<file path="config.mk">
export PLATFORM = sky130hd
export DESIGN_NAME = humidity_temp_frame_decoder
export DESIGN_NICKNAME = d
export VERILOG_FILES = /design/src/design/htfd_pkg.sv /design/src/design/htfd_front.sv /design/src/design/htfd_queue.sv /design/src/design/htfd_back.sv /design/src/design/humidity_temp_frame_decoder.sv
export SDC_FILE = /design/constraint.sdc
export NUM_CORES = 1
export LEC_CHECK = 0
export BUFFER_PORTS_ARGS = -buffer_cell sky130_fd_sc_hd__buf_2
export CAP_MARGIN = 5
export CORE_MARGIN = 2
export CORE_UTILIZATION = 44
export CTS_CLUSTER_DIAMETER = 100
export DETAILED_ROUTE_END_ITERATION = 7
export GPL_ROUTABILITY_DRIVEN = 0
export SYNTH_ARGS = -nofsm -noshare
export SYNTH_HDL_FRONTEND = slang
export SYNTH_SLANG_ARGS = --single-unit
</file>
<file path="constraint.sdc">
create_clock -name clk -period 12 [get_ports clk]
set_input_delay 2.4 -clock clk [delete_from_list [all_inputs] [get_ports clk]]
set_output_delay 2.4 -clock clk [all_outputs]
set_load 0.02 [all_outputs]
</file>
<file path="src/design/htfd_pkg.sv">
// Shared types, constants and the CRC-8 step for the humidity/temperature frame decoder.
// Used by every module of the block; depends on nothing.
`default_nettype none
package htfd_pkg;

    localparam logic [7:0] CrcInit = 8'hFF;
    localparam logic [7:0] CrcPoly = 8'h31;
    localparam logic [7:0] BusyMask = 8'h80;
    localparam logic [7:0] CalMask = 8'h18;

    localparam logic [2:0] IdxNone = 3'd7;
    localparam logic [2:0] IdxFirst = 3'd1;
    localparam logic [2:0] IdxCrc = 3'd6;

    localparam logic [2:0] StOk = 3'd0;
    localparam logic [2:0] StBusy = 3'd1;
    localparam logic [2:0] StNoCal = 3'd2;
    localparam logic [2:0] StCrc = 3'd3;
    localparam logic [2:0] StRange = 3'd4;

    localparam int RawW = 20;
    localparam int HumW = 14;
    localparam int TempW = 15;
    localparam int HumProdW = 34;
    localparam int TempProdW = 35;

    localparam logic [HumProdW-1:0] HumScale = 34'd10000;
    localparam logic [TempProdW-1:0] TempScale = 35'd20000;
    localparam logic [TempProdW-1:0] RoundHalf = 35'd524288;
    localparam logic signed [15:0] TempOffset = 16'sd5000;
    localparam logic signed [15:0] TempMin = -16'sd4000;
    localparam logic signed [15:0] TempMax = 16'sd8000;

    localparam int QDepth = 4;
    localparam int QPtrW = $clog2(QDepth);
    localparam int QCntW = $clog2(QDepth + 1);

    typedef struct packed {
        logic [2:0] code;
        logic [RawW-1:0] hraw;
        logic [RawW-1:0] traw;
    } htfd_rec_t;

    function automatic logic [7:0] crc8_step(input logic [7:0] crc, input logic [7:0] b);
        logic [7:0] c;
        c = crc ^ b;
        for (int k = 0; k < 8; k++)
        begin
            if (c[7])
                c = {c[6:0], 1'b0} ^ CrcPoly;
            else
                c = {c[6:0], 1'b0};
        end
        return c;
    endfunction

endpackage
`default_nettype wire

</file>
<file path="src/design/htfd_front.sv">
// Front end: accepts frame bytes, runs the CRC, gathers the raw fields and classifies
// each finished frame into a record for the queue. Depends on htfd_pkg.
`default_nettype none
module htfd_front
    import htfd_pkg::*;
(
    input  wire logic       clk,
    input  wire logic       rst_n,
    input  wire logic       accept,
    input  wire logic [7:0] data_byte,
    input  wire logic       frame_start,
    output logic            push,
    output htfd_rec_t       push_rec
);

    logic [2:0] idx_reg, idx_next;
    logic [7:0] crc_reg, crc_next;
    logic [7:0] sbyte_reg, sbyte_next;
    logic [RawW-1:0] hraw_reg, hraw_next;
    logic [RawW-1:0] traw_reg, traw_next;

    always_comb
    begin
        idx_next = idx_reg;
        crc_next = crc_reg;
        sbyte_next = sbyte_reg;
        hraw_next = hraw_reg;
        traw_next = traw_reg;
        push = 1'b0;
        if (accept)
        begin
            if (frame_start)
            begin
                crc_next = crc8_step(CrcInit, data_byte);
                sbyte_next = data_byte;
                hraw_next = '0;
                traw_next = '0;
                idx_next = IdxFirst;
            end
            else if (idx_reg != IdxNone && idx_reg != 3'd0)
            begin
                case (idx_reg)
                    3'd1: hraw_next = {data_byte, 12'd0};
                    3'd2: hraw_next = hraw_reg | {8'd0, data_byte, 4'd0};
                    3'd3:
                    begin
                        hraw_next = hraw_reg | {16'd0, data_byte[7:4]};
                        traw_next = {data_byte[3:0], 16'd0};
                    end
                    3'd4: traw_next = traw_reg | {4'd0, data_byte, 8'd0};
                    3'd5: traw_next = traw_reg | {12'd0, data_byte};
                    default: ;
                endcase
                if (idx_reg == IdxCrc)
                begin
                    idx_next = IdxNone;
                    push = 1'b1;
                end
                else
                begin
                    crc_next = crc8_step(crc_reg, data_byte);
                    idx_next = idx_reg + 3'd1;
                end
            end
        end
    end

    always_comb
    begin
        push_rec.hraw = hraw_reg;
        push_rec.traw = traw_reg;
        if ((sbyte_reg & BusyMask) != 8'd0)
            push_rec.code = StBusy;
        else if ((sbyte_reg & CalMask) != CalMask)
            push_rec.code = StNoCal;
        else if (crc_reg != data_byte)
            push_rec.code = StCrc;
        else
            push_rec.code = StOk;
    end

    always_ff @(posedge clk or negedge rst_n)
    begin
        if (!rst_n)
        begin
            idx_reg <= IdxNone;
            crc_reg <= CrcInit;
            sbyte_reg <= '0;
            hraw_reg <= '0;
            traw_reg <= '0;
        end
        else
        begin
            idx_reg <= idx_next;
            crc_reg <= crc_next;
            sbyte_reg <= sbyte_next;
            hraw_reg <= hraw_next;
            traw_reg <= traw_next;
        end
    end

endmodule
`default_nettype wire

</file>
<file path="src/design/htfd_queue.sv">
// Short first-in first-out queue of frame records between the front end and the back end.
// Depends on htfd_pkg.
`default_nettype none
module htfd_queue
    import htfd_pkg::*;
(
    input  wire logic      clk,
    input  wire logic      rst_n,
    input  wire logic      push,
    input  wire htfd_rec_t push_rec,
    input  wire logic      pop,
    output htfd_rec_t      pop_rec,
    output logic           full,
    output logic           empty,
    output logic [QCntW-1:0] count
);

    htfd_rec_t mem_reg [QDepth];
    logic [QPtrW-1:0] wptr_reg, wptr_next;
    logic [QPtrW-1:0] rptr_reg, rptr_next;
    logic [QCntW-1:0] cnt_reg, cnt_next;
    logic do_push, do_pop;

    assign full = (cnt_reg == QCntW'(QDepth));
    assign empty = (cnt_reg == '0);
    assign count = cnt_reg;
    assign do_push = push && !full;
    assign do_pop = pop && !empty;
    assign pop_rec = mem_reg[rptr_reg];

    always_comb
    begin
        wptr_next = do_push ? wptr_reg + QPtrW'(1) : wptr_reg;
        rptr_next = do_pop ? rptr_reg + QPtrW'(1) : rptr_reg;
        cnt_next = cnt_reg;
        if (do_push && !do_pop)
            cnt_next = cnt_reg + QCntW'(1);
        else if (do_pop && !do_push)
            cnt_next = cnt_reg - QCntW'(1);
    end

    always_ff @(posedge clk)
    begin
        if (do_push)
            mem_reg[wptr_reg] <= push_rec;
    end

    always_ff @(posedge clk or negedge rst_n)
    begin
        if (!rst_n)
        begin
            wptr_reg <= '0;
            rptr_reg <= '0;
            cnt_reg <= '0;
        end
        else
        begin
            wptr_reg <= wptr_next;
            rptr_reg <= rptr_next;
            cnt_reg <= cnt_next;
        end
    end

endmodule
`default_nettype wire

</file>
<file path="src/design/htfd_back.sv">
// Back end: scales the raw fields by constant multiplies, rounds, checks the range and
// holds the result in an output register. Depends on htfd_pkg.
`default_nettype none
module htfd_back
    import htfd_pkg::*;
(
    input  wire logic         clk,
    input  wire logic         rst_n,
    input  wire logic         rec_valid,
    input  wire htfd_rec_t    rec,
    output logic              rec_pop,
    output logic              out_valid,
    input  wire logic         out_ready,
    output logic [2:0]        out_status,
    output logic [HumW-1:0]   out_humidity,
    output logic [TempW-1:0]  out_temperature
);

    logic s1_valid_reg, s1_valid_next;
    logic [2:0] s1_code_reg;
    logic [HumProdW-1:0] hprod_reg;
    logic [TempProdW-1:0] tprod_reg;
    logic ov_reg, ov_next;
    logic [2:0] st_reg;
    logic [HumW-1:0] hum_reg;
    logic [TempW-1:0] tmp_reg;

    logic s2_load, s1_load;
    logic [HumProdW-1:0] hsum;
    logic [TempProdW-1:0] tsum;
    logic [TempW-1:0] tunsigned;
    logic signed [15:0] tsigned;
    logic [2:0] st_calc;
    logic [HumW-1:0] hum_calc;
    logic [TempW-1:0] tmp_calc;

    assign s2_load = !ov_reg || out_ready;
    assign s1_load = !s1_valid_reg || s2_load;
    assign rec_pop = rec_valid && s1_load;

    always_comb
    begin
        hsum = hprod_reg + RoundHalf[HumProdW-1:0];
        tsum = tprod_reg + RoundHalf;
        tunsigned = tsum[TempProdW-1:20];
        tsigned = signed'({1'b0, tunsigned}) - TempOffset;
        if (s1_code_reg != StOk)
        begin
            st_calc = s1_code_reg;
            hum_calc = '0;
            tmp_calc = '0;
        end
        else
        begin
            hum_calc = hsum[HumProdW-1:20];
            tmp_calc = tsigned[TempW-1:0];
            st_calc = (tsigned < TempMin || tsigned > TempMax) ? StRange : StOk;
        end
        s1_valid_next = s1_load ? rec_valid : s1_valid_reg;
        ov_next = s2_load ? s1_valid_reg : ov_reg;
    end

    always_ff @(posedge clk)
    begin
        if (rec_pop)
        begin
            s1_code_reg <= rec.code;
            hprod_reg <= {14'd0, rec.hraw} * HumScale;
            tprod_reg <= {15'd0, rec.traw} * TempScale;
        end
        if (s2_load && s1_valid_reg)
        begin
            st_reg <= st_calc;
            hum_reg <= hum_calc;
            tmp_reg <= tmp_calc;
        end
    end

    always_ff @(posedge clk or negedge rst_n)
    begin
        if (!rst_n)
        begin
            s1_valid_reg <= 1'b0;
            ov_reg <= 1'b0;
        end
        else
        begin
            s1_valid_reg <= s1_valid_next;
            ov_reg <= ov_next;
        end
    end

    assign out_valid = ov_reg;
    assign out_status = st_reg;
    assign out_humidity = hum_reg;
    assign out_temperature = tmp_reg;

endmodule
`default_nettype wire

</file>
<file path="src/design/humidity_temp_frame_decoder.sv">
// Humidity/temperature sensor frame decoder, top level.
// Depends on htfd_pkg, htfd_front, htfd_queue and htfd_back.
//
// Takes one seven-byte sensor frame a byte per word, byte 0 flagged in tuser, checks its
// CRC-8 and emits one word per complete frame with status, humidity in 0.01 %RH and
// temperature in 0.01 degrees C. One byte is accepted every cycle while the queue is not full;
// once its CRC byte is accepted, a frame's record is written into the queue, then passes through
// the multiply stage into the output register and waits there until it is taken. Input is held
// off only when the four-entry record queue is full.
`default_nettype none
module humidity_temp_frame_decoder
    import htfd_pkg::*;
(
    input  wire logic        clk,
    input  wire logic        rst_n,
    input  wire logic        s_axis_tvalid,
    output logic             s_axis_tready,
    input  wire logic [7:0]  s_axis_tdata,   // [7:0] data_byte
    input  wire logic        s_axis_tuser,   // [0] frame_start
    output logic             m_axis_tvalid,
    input  wire logic        m_axis_tready,
    output logic [31:0]      m_axis_tdata    // [2:0] status, [16:3] humidity, [31:17] temperature
);

    logic accept;
    logic push;
    htfd_rec_t push_rec;
    htfd_rec_t pop_rec;
    logic pop;
    logic q_full, q_empty;
    logic [QCntW-1:0] q_count;
    logic [2:0] status;
    logic [HumW-1:0] humidity;
    logic [TempW-1:0] temperature;

    assign s_axis_tready = !q_full;
    assign accept = s_axis_tvalid && s_axis_tready;

    htfd_front u_front (
        .clk         (clk),
        .rst_n       (rst_n),
        .accept      (accept),
        .data_byte   (s_axis_tdata),
        .frame_start (s_axis_tuser),
        .push        (push),
        .push_rec    (push_rec)
    );

    htfd_queue u_queue (
        .clk      (clk),
        .rst_n    (rst_n),
        .push     (push),
        .push_rec (push_rec),
        .pop      (pop),
        .pop_rec  (pop_rec),
        .full     (q_full),
        .empty    (q_empty),
        .count    (q_count)
    );

    htfd_back u_back (
        .clk             (clk),
        .rst_n           (rst_n),
        .rec_valid       (!q_empty),
        .rec             (pop_rec),
        .rec_pop         (pop),
        .out_valid       (m_axis_tvalid),
        .out_ready       (m_axis_tready),
        .out_status      (status),
        .out_humidity    (humidity),
        .out_temperature (temperature)
    );

    assign m_axis_tdata = {temperature, humidity, status};

`ifndef SYNTHESIS
    a_status_code: assert property (@(posedge clk) disable iff (!rst_n)
        m_axis_tvalid |-> (status <= StRange))
        else $error("result status code out of range");

    a_zero_fields: assert property (@(posedge clk) disable iff (!rst_n)
        m_axis_tvalid && (status == StBusy || status == StNoCal || status == StCrc)
        |-> (humidity == '0 && temperature == '0))
        else $error("fields not zero on a failed frame");

    a_ok_in_range: assert property (@(posedge clk) disable iff (!rst_n)
        m_axis_tvalid && status == StOk
        |-> ($signed(temperature) >= -15'sd4000 && $signed(temperature) <= 15'sd8000
             && humidity <= 14'd10000))
        else $error("ok result outside the valid range");

    a_queue_bound: assert property (@(posedge clk) disable iff (!rst_n)
        q_full |-> (q_count == QCntW'(QDepth) && !s_axis_tready))
        else $error("queue full flag inconsistent with count");
`endif

endmodule
`default_nettype wire

</file>
Word-level counts from Yosys, hierarchy flattened. Memories as Yosys holds them, arrays and structs flattened. Cells that the tools add are included.

Register bits: 163. Bits in writable memories: 172. Input port bits: 13. Output and inout bits: 34. Logic and storage cells: 174. Memories kept: 1.

$add $sub $neg: 8. $mul: 2. Magnitude comparators: 2. Equal/unequal tests: 11. Mux-type cells: 83. Bitwise gates (word level): 22. Reductions and logical operators: 29.

Memory list: u_queue.mem_reg (words 4, bits a word 43, rd ports 1, clocked after memory_dff 0, write ports 1, RTL line htfd_queue.sv:18) `htfd_rec_t mem_reg [QDepth];`.

Operators with widths (number): $mux W8 (45); $pmux W20 S3 (2); $mux W6 (16); $mux W20 (4); $mul A20 B10 Y30 const B (2); $not A3 Y3 (16); $add A35 B20 Y35 const B (1); $add A34 B20 Y34 const B (1); $mux W3 (9); $or A20 B12 Y20 (1); $or A20 B16 Y20 (1); $or A20 B4 Y20 (1); $or A20 B8 Y20 (1); $gt A16 B14 Y1 const B (1); $lt A16 B13 Y1 const B (1); $sub A15 B13 Y16 const B (1); $eq A3 B3 Y1 const B (4); $reduce_and A3 Y1 (3); $logic_and A1 B1 Y1 (8); $ne A8 B8 Y1 (1); $not A8 Y8 (1); $reduce_bool A4 Y1 (2); $xor A8 B8 Y8 (1); $add A3 B1 Y3 const B (2); 14 further kinds (32).

Depth between registers and ports, before layout. Gate-level depths: netlist (run 1).

Word-level depth: 48. Depth in mapped cells: 23. Depth with buffers taken out: 21.

Modules after synthesis. Synthesis (run 1) repeated with hierarchy kept, for this count alone.

Cell total of the unflattened synthesis: 1470. Area total of the unflattened synthesis: 18918.1 µm².

By module, submodules not included: htfd_back (instances 1, cells each 903, area an instance 9037.4 µm², seq. area each 2031.9 µm²); htfd_queue (instances 1, cells each 261, area an instance 6693.9 µm², seq. area each 5340.1 µm²); htfd_front (instances 1, cells each 303, area an instance 3173.0 µm², seq. area each 1365.1 µm²); humidity_temp_frame_decoder (instances 1, cells each 3, area an instance 13.8 µm², seq. area each 0.0 µm²).

Least setup slack after synthesis (run 1). Ideal clock, no wire load.

Kind: reg2reg. Start point: register u_queue.rptr_reg[0]. End point: register u_back.tprod_reg[34], data pin. Library setup time: 258 ps. Arrival: 6034 ps. Required time: 11742 ps. Slack: 5709 ps. Cell stages (with the launch flop): 20. Path buffers: 3. Clock period less this slack: 6291 ps. Cells stage by stage: dfrtp_1 buf_2 buf_1 buf_1 mux4_2 fa_1 ha_1 fa_1 ha_1 inv_1 fa_1 inv_1 ha_1 a21o_1 a21o_1 a41oi_1 o21ai_1 or3_1 a21oi_1 xnor2_1.

Cells in the longest elaborated chain, start to end: 2.

RTL lines: from (decl) (RTL line htfd_queue.sv:20) `logic [QPtrW-1:0] rptr_reg, rptr_next;`; from (signal assigned) (RTL line htfd_queue.sv:59) `rptr_reg <= rptr_next;`; $mem_v2 Z4 W43; $mul A20 B10 Y30 (RTL line htfd_back.sv:69) `tprod_reg <= {15'd0, rec.traw} * TempScale;`; to (signal assigned) (RTL line htfd_back.sv:69); to (decl) (RTL line htfd_back.sv:22) `logic [TempProdW-1:0] tprod_reg;`.

No other way between the ends. A chain may end at the register's enable or synchronous reset.

Worst setup path in the final report (run 1).
Start point: register u_queue.rptr_reg[0]. End point: register u_back.tprod_reg[31], data pin.

The elaborated chain is that of the path after synthesis.

==> impl_metrics.env, run 1 <==
export IMPL_status="finished, final reports clean"
export IMPL_finalSetupTns_ns=0
export IMPL_layout_commonest_cell="edfxtp_1"
export IMPL_path_class="flip-flop to flip-flop"
export IMPL_syn_area_um2=18100
export IMPL_cts_buffers=35
export IMPL_viasPerCell=5.25
export IMPL_drc_errors=0
export IMPL_syn_inst=1392
export IMPL_grt_max_degree=64
export IMPL_ctsResizeCount=0
export IMPL_avgRoutedWirePerCell_um=17.1
export IMPL_antenna_left=0
export IMPL_postCtsHoldBufs=0
export IMPL_drive_gt1_share_pct=12.8
export IMPL_grt_first_pass_wirelength_mm=56.7
export IMPL_tightestPinTransition_ns=1.25
export IMPL_htreeDepth=2
export IMPL_netlist_top_cells_area="edfxtp_1 39%, ha_1 13%, fa_1 9.2%"
export IMPL_ios=47
export IMPL_drt_wl_total_mm=34.1
export IMPL_nNetsFinal=1716
export IMPL_maxSlewViolCount=0
export IMPL_grt_pass1_vias=10900
export IMPL_max_freq_mhz=161
export IMPL_finClkSkew_ns=0.0212
export IMPL_synth_seq_cells=296
export IMPL_timing_final_crit_period_ns=6.20
export IMPL_start_util_pct=44.4
export IMPL_synthArstFlopShare_pct=21.3
export IMPL_post_route_period_util_pct=51.7
export IMPL_diodes=0
export IMPL_startpoint_type="flip-flop"
export IMPL_synth_top_area_share_pct=38.7
export IMPL_overflow=0
export IMPL_clock_path_buffers=3
export IMPL_cts_tree="done"
export IMPL_synth_edf_count=233
export IMPL_clock_sinks=296
export IMPL_setup_viol=0
export IMPL_hold_class="flip-flop to flip-flop"
export IMPL_synthToLayoutAreaGrowth_pct=10.1
export IMPL_worstPathRequired_ns=12.26
export IMPL_end_kind="flip-flop"
export IMPL_synth_seq_area_share_pct=47.5
export IMPL_synth_cell_types=74
export IMPL_cts_root_buffer="clkbuf_16"
export IMPL_layout_common_cells="233 x edfxtp_1, 183 x ha_1, 157 x inv_1"
export IMPL_drv_cap=0
export IMPL_hold_viol=0
export IMPL_grt_antenna_before_repair=0
export IMPL_yosysWarnings=0
export IMPL_drtIter0Drc=497
export IMPL_yosys_area_top_type="edfxtp_1"
export IMPL_firstDrtPassIters=4
export IMPL_grt_use_total_pct=16.9
export IMPL_nFillCells=3593
export IMPL_syn_avg_cell_area_um2=13.0
export IMPL_postCtsSetupRepairBufs=0
export IMPL_die_height_um=207
export IMPL_num_vias=10500
export IMPL_crit_arrival_ns=6.46
export IMPL_core_area_um2=40700
export IMPL_io_buffers=46
export IMPL_largest_reg_flops=168
export IMPL_synth_nets=1671
export IMPL_hpwlAfterDp_mm=24.4
export IMPL_rows=74
export IMPL_critPathMaxFanout=55
export IMPL_rsz0062_at_grt="no"
export IMPL_synthFlopType="edfxtp_1"
export IMPL_insertion_delay_ns=0.52
export IMPL_relSlewSlack_pct=16.2
export IMPL_path_clk_slew_ns=0.06
export IMPL_die_x_um=207
export IMPL_die_area_um2=42700
-- stage by stage --
step	utilization (%)	worst slack, ns	std cells	hold slack (ns)	cell area [µm²]
after floorplan	-	5.71	1392	0.464	18100
final	48.9	5.80	1993	0.494	19900
after CTS	48.9	5.72	1993	0.493	19900
after global routing	48.9	5.33	1993	0.519	19900
after global placement	46.3	5.83	1932	0.474	18900
after detailed placement	46.3	5.72	1932	0.484	18900
-- layer usage --
| layer | share of wire (%) | wire [µm] | vias up | track usage [%] |
|---|---|---|---|---|
| li1 | - | - | 5109 | - |
| met2 | 47 | 16100 | 160 | 28.4 |
| met4 | 2.5 | 867 | 0 | 4.84 |
| met5 | 0 | 0 | - | 0 |
| met3 | 3.3 | 1120 | 52 | 2.42 |
| met1 | 47 | 16000 | 5138 | 22.9 |
-- worst paths after layout --
check / startpoint / end / slack (ns) / cells past startpoint
setup / recovery: u_queue.rptr_reg[0] / u_back.tprod_reg[31] / 5.80 / 17
hold / removal: u_front.crc_reg[2] / u_front.crc_reg[2] / 0.49 / 2
setup reg to reg: u_queue.rptr_reg[0] / u_back.tprod_reg[31] / 5.80 / 17
hold reg to reg: u_front.crc_reg[2] / u_front.crc_reg[2] / 0.49 / 2
max in group asynchronous: rst_n / u_queue.rptr_reg[0] / 9.29 / 2
min in group asynchronous: rst_n / u_front.traw_reg[2] / 2.07 / 2
-- layout make-up --
class,instances,area (µm²),area share (%)
clock buffer,48,945,4.75
sequential,296,8590,43.2
timing repair buffer,54,290,1.46
tap,532,666,3.34
clock inverter,13,106,0.534
multi-input combinational,893,8720,43.8
inverter,157,589,2.96
-- cells by family after synthesis --
| kind of cell | count (synthesis) | synth area share (%) |
|---|---|---|
| compound gates | 220 | 7.75 |
| xor+xnor | 106 | 5.13 |
| flops | 296 | 47.5 |
| simple gates | 243 | 6.74 |
| fa+ha+maj | 266 | 21.8 |
| mux | 58 | 6.64 |
| buf+inv | 203 | 4.42 |
-- cells in the mapped netlist, types with 42 or more instances --
| cell | count |
|---|---|
| mux4_2 | 49 |
| o21ai_0 | 42 |
| dfrtp_1 | 52 |
| edfxtp_1 | 233 |
| nand2_1 | 42 |
| xnor2_1 | 58 |
| nor2_1 | 84 |
| inv_1 | 157 |
| a21oi_1 | 73 |
| fa_1 | 83 |
| ha_1 | 183 |
| xor2_1 | 48 |
-- worst max-delay path, cell delays in order (launching register included) --
cell and delay (ns):
dfrtp_4 1.11, mux4_2 0.69, ha_1 0.35, xor2_1 0.17, ha_1 0.28, inv_1 0.05
fa_1 0.53, inv_1 0.04, ha_1 0.31, fa_1 0.47, ha_1 0.28, o21ai_0 0.07
o311ai_1 0.50, nand3_1 0.20, and3_1 0.21, o31ai_1 0.35, a21oi_1 0.14, xnor2_1 0.14
Power of run 1 is not shown: default switching activity piles up to over one toggle a cycle in this logic, so the estimate is an artifact.
==> inputs of run 2 (changes only) <==
--- a/config.mk
+++ b/config.mk
@@ -5,6 +5,7 @@
 export SDC_FILE = /design/constraint.sdc
 export NUM_CORES = 1
 export LEC_CHECK = 0
+export ABC_AREA = 1
 export BUFFER_PORTS_ARGS = -buffer_cell sky130_fd_sc_hd__buf_2
 export CAP_MARGIN = 5
 export CORE_MARGIN = 2
==> constraint.sdc (replaced) <==
create_clock -name clk -period 6.1 [get_ports clk]
set_input_delay 1.22 -clock clk [delete_from_list [all_inputs] [get_ports clk]]
set_output_delay 1.22 -clock clk [all_outputs]
set_load 0.02 [all_outputs]
==> impl_metrics.env, run 2 <==
export IMPL_status="finished, final reports clean"
export IMPL_ys_top_cells_by_count="361 x nand2_1, 312 x inv_1, 233 x edfxtp_1, 183 x ha_1, 135 x nor2_1"
export IMPL_grt_first_pass_wirelength_mm=64.7
export IMPL_synthToLayoutAreaGrowth_pct=11.6
export IMPL_drc_errors=0
export IMPL_grt_antenna_before_repair=0
export IMPL_ios=47
export IMPL_critPathMaxFanout=22
export IMPL_drive_gt1_share_pct=10.0
export IMPL_synth_seq_area_share_pct=44.9
export IMPL_syn_area_um2=19100
export IMPL_rrSetupSlack_ns=0.63
export IMPL_finClkSkew_ns=0.0180
export IMPL_timing_final_crit_period_ns=5.47
export IMPL_nFillCells=3942
export IMPL_synth_cell_types=58
export IMPL_cp_endpoint="u_back.tprod_reg[34]"
export IMPL_drtIter0Drc=686
export IMPL_io_buffers=46
export IMPL_grt_use_total_pct=18.0
export IMPL_syn_inst=1938
export IMPL_syn_avg_cell_area_um2=9.87
export IMPL_cts_buffers=35
export IMPL_synth_seq_cells=296
export IMPL_layout_common_cells="361 x nand2_1, 311 x inv_1, 233 x edfxtp_1"
export IMPL_grt_max_degree=86
export IMPL_yosys_area_top_type="edfxtp_1"
export IMPL_cpMaxStageDelayCell="fa_1"
export IMPL_finalSetupTns_ns=0
export IMPL_critPathLaunch="u_queue.rptr_reg[0]"
export IMPL_whs_ns=0.448
export IMPL_hpwlAfterDp_mm=28.8
export IMPL_end_kind="flip-flop"
export IMPL_die_height_um=213
export IMPL_viasPerCell=4.95
export IMPL_clock_sinks=296
export IMPL_cts_root_buffer="clkbuf_16"
export IMPL_tightestPinTransition_ns=1.12
export IMPL_path_clk_slew_ns=0.05
export IMPL_insertion_delay_ns=0.54
export IMPL_avgRoutedWirePerCell_um=14.8
export IMPL_yosysWarnings=0
export IMPL_drt_wl_total_mm=38.9
export IMPL_reg2reg_depth=21
export IMPL_path_class="flip-flop to flip-flop"
export IMPL_cp_cell_sequence="inv_2, buf_4, nand2_1, a32oi_1, buf_4, fa_1, ha_1, fa_1, ha_1, inv_1, fa_1, inv_1, ha_1, nand2_1, nand2_1, a31oi_1, a21oi_1, a2111oi_0, nand2_1, nand2_1, nand2_1"
export IMPL_ctsResizeCount=0
export IMPL_netlist_top_cells_area="edfxtp_1 37%, ha_1 12%, fa_1 8.7%"
export IMPL_synth_top_area_share_pct=36.6
export IMPL_hold_viol=0
export IMPL_seqCellArea_um2=8590
export IMPL_multi_input_area_um2=9190
export IMPL_clock_path_buffers=3
export IMPL_cp_buffers_inverters=5
export IMPL_hold_class="flip-flop to flip-flop"
export IMPL_cp_common_cell="nand2_1"
export IMPL_cts_tree="done"
export IMPL_diodes=0
export IMPL_max_freq_mhz=183
export IMPL_largest_reg_flops=168
export IMPL_worstPathRequired_ns=6.38
export IMPL_postCtsSetupRepairBufs=0
export IMPL_antenna_left=0
export IMPL_htreeDepth=2
export IMPL_synth_edf_count=233
export IMPL_reg2reg_from="u_queue.rptr_reg[0]"
export IMPL_grt_pass1_vias=13100
export IMPL_crit_family="adder cells"
export IMPL_drv_cap=0
export IMPL_start_util_pct=44.5
export IMPL_layout_commonest_cell="nand2_1"
export IMPL_slowest_delay_ns=0.52
export IMPL_rsz0062_at_grt="no"
export IMPL_synthFlopType="edfxtp_1"
export IMPL_crit_arrival_ns=5.75
export IMPL_startpoint_type="flip-flop"
export IMPL_firstDrtPassIters=5
export IMPL_die_x_um=213
export IMPL_core_area_um2=43000
export IMPL_postCtsHoldBufs=0
export IMPL_synth_most_common_cell="nand2_1"
export IMPL_maxSlewViolCount=0
export IMPL_setup_viol=0
export IMPL_die_area_um2=45200
export IMPL_path_depth=21
export IMPL_nNetsFinal=2292
export IMPL_r2r_end="u_back.tprod_reg[34]"
export IMPL_stdcell_count=2624
export IMPL_post_route_period_util_pct=89.7
export IMPL_synthArstFlopShare_pct=21.3
export IMPL_final_core_util_pct=49.7
export IMPL_relSlewSlack_pct=25.0
export IMPL_post_place_cells=2561
export IMPL_synth_nets=2217
export IMPL_num_vias=13000
export IMPL_rows=76
export IMPL_overflow=0
-- run 2: cells by family (layout without fill, tap and decap cells) --
| group | Yosys count | after routing | share of synthesized area, % |
|---|---|---|---|
| compound gates | 292 | 292 | 8.92 |
| xor+xnor | 72 | 72 | 3.51 |
| fa+ha+maj | 266 | 266 | 20.7 |
| buf+inv | 363 | 464 | 7.30 |
| flops | 296 | 296 | 44.9 |
| simple gates | 649 | 649 | 14.7 |
-- run 2: layout make-up --
class,count,share of cell area [%]
multi-input cells,1279,43.0
flip-flops and latches,296,40.2
well taps,585,3.43
repair buffers,81,2.37
clock inverters,14,0.838
inverters,320,5.63
clock buffers,49,4.49
-- run 2: per-layer routing --
| metal | up-vias | share of wire [%] | GRT usage (%) |
|---|---|---|---|
| met1 | 6118 | 46 | 23.4 |
| met4 | 0 | 2.2 | 4.99 |
| met2 | 221 | 48 | 31.1 |
| met5 | - | 0 | 0 |
| met3 | 55 | 3.8 | 2.78 |
| li1 | 6599 | - | - |
-- run 2: worst min path at each step --
stage,end,slack (ns),startpoint,cells after the start
6_report,u_back.out_status[0],0.45,u_back.s1_code_reg[0],0
3_5_place_dp,u_back.out_status[0],0.44,u_back.s1_code_reg[0],0
3_3_place_gp,u_back.out_status[1],0.43,u_back.s1_code_reg[1],0
2_1_floorplan,u_back.out_valid,0.45,u_back.s1_valid_reg,2
5_1_grt,u_back.out_status[0],0.48,u_back.s1_code_reg[0],0
4_1_cts,u_back.out_status[0],0.45,u_back.s1_code_reg[0],0
-- run 2: stage by stage --
stage | instance area [µm²] | worst slack [ns]
6_report | 21400 | 0.627
3_5_place_dp | 20200 | 0.697
4_1_cts | 21400 | 0.659
3_3_place_gp | 20200 | 0.701
5_1_grt | 21400 | 0.0873
2_1_floorplan | 19100 | 0.460
Power of run 2 is left out for the same reason.
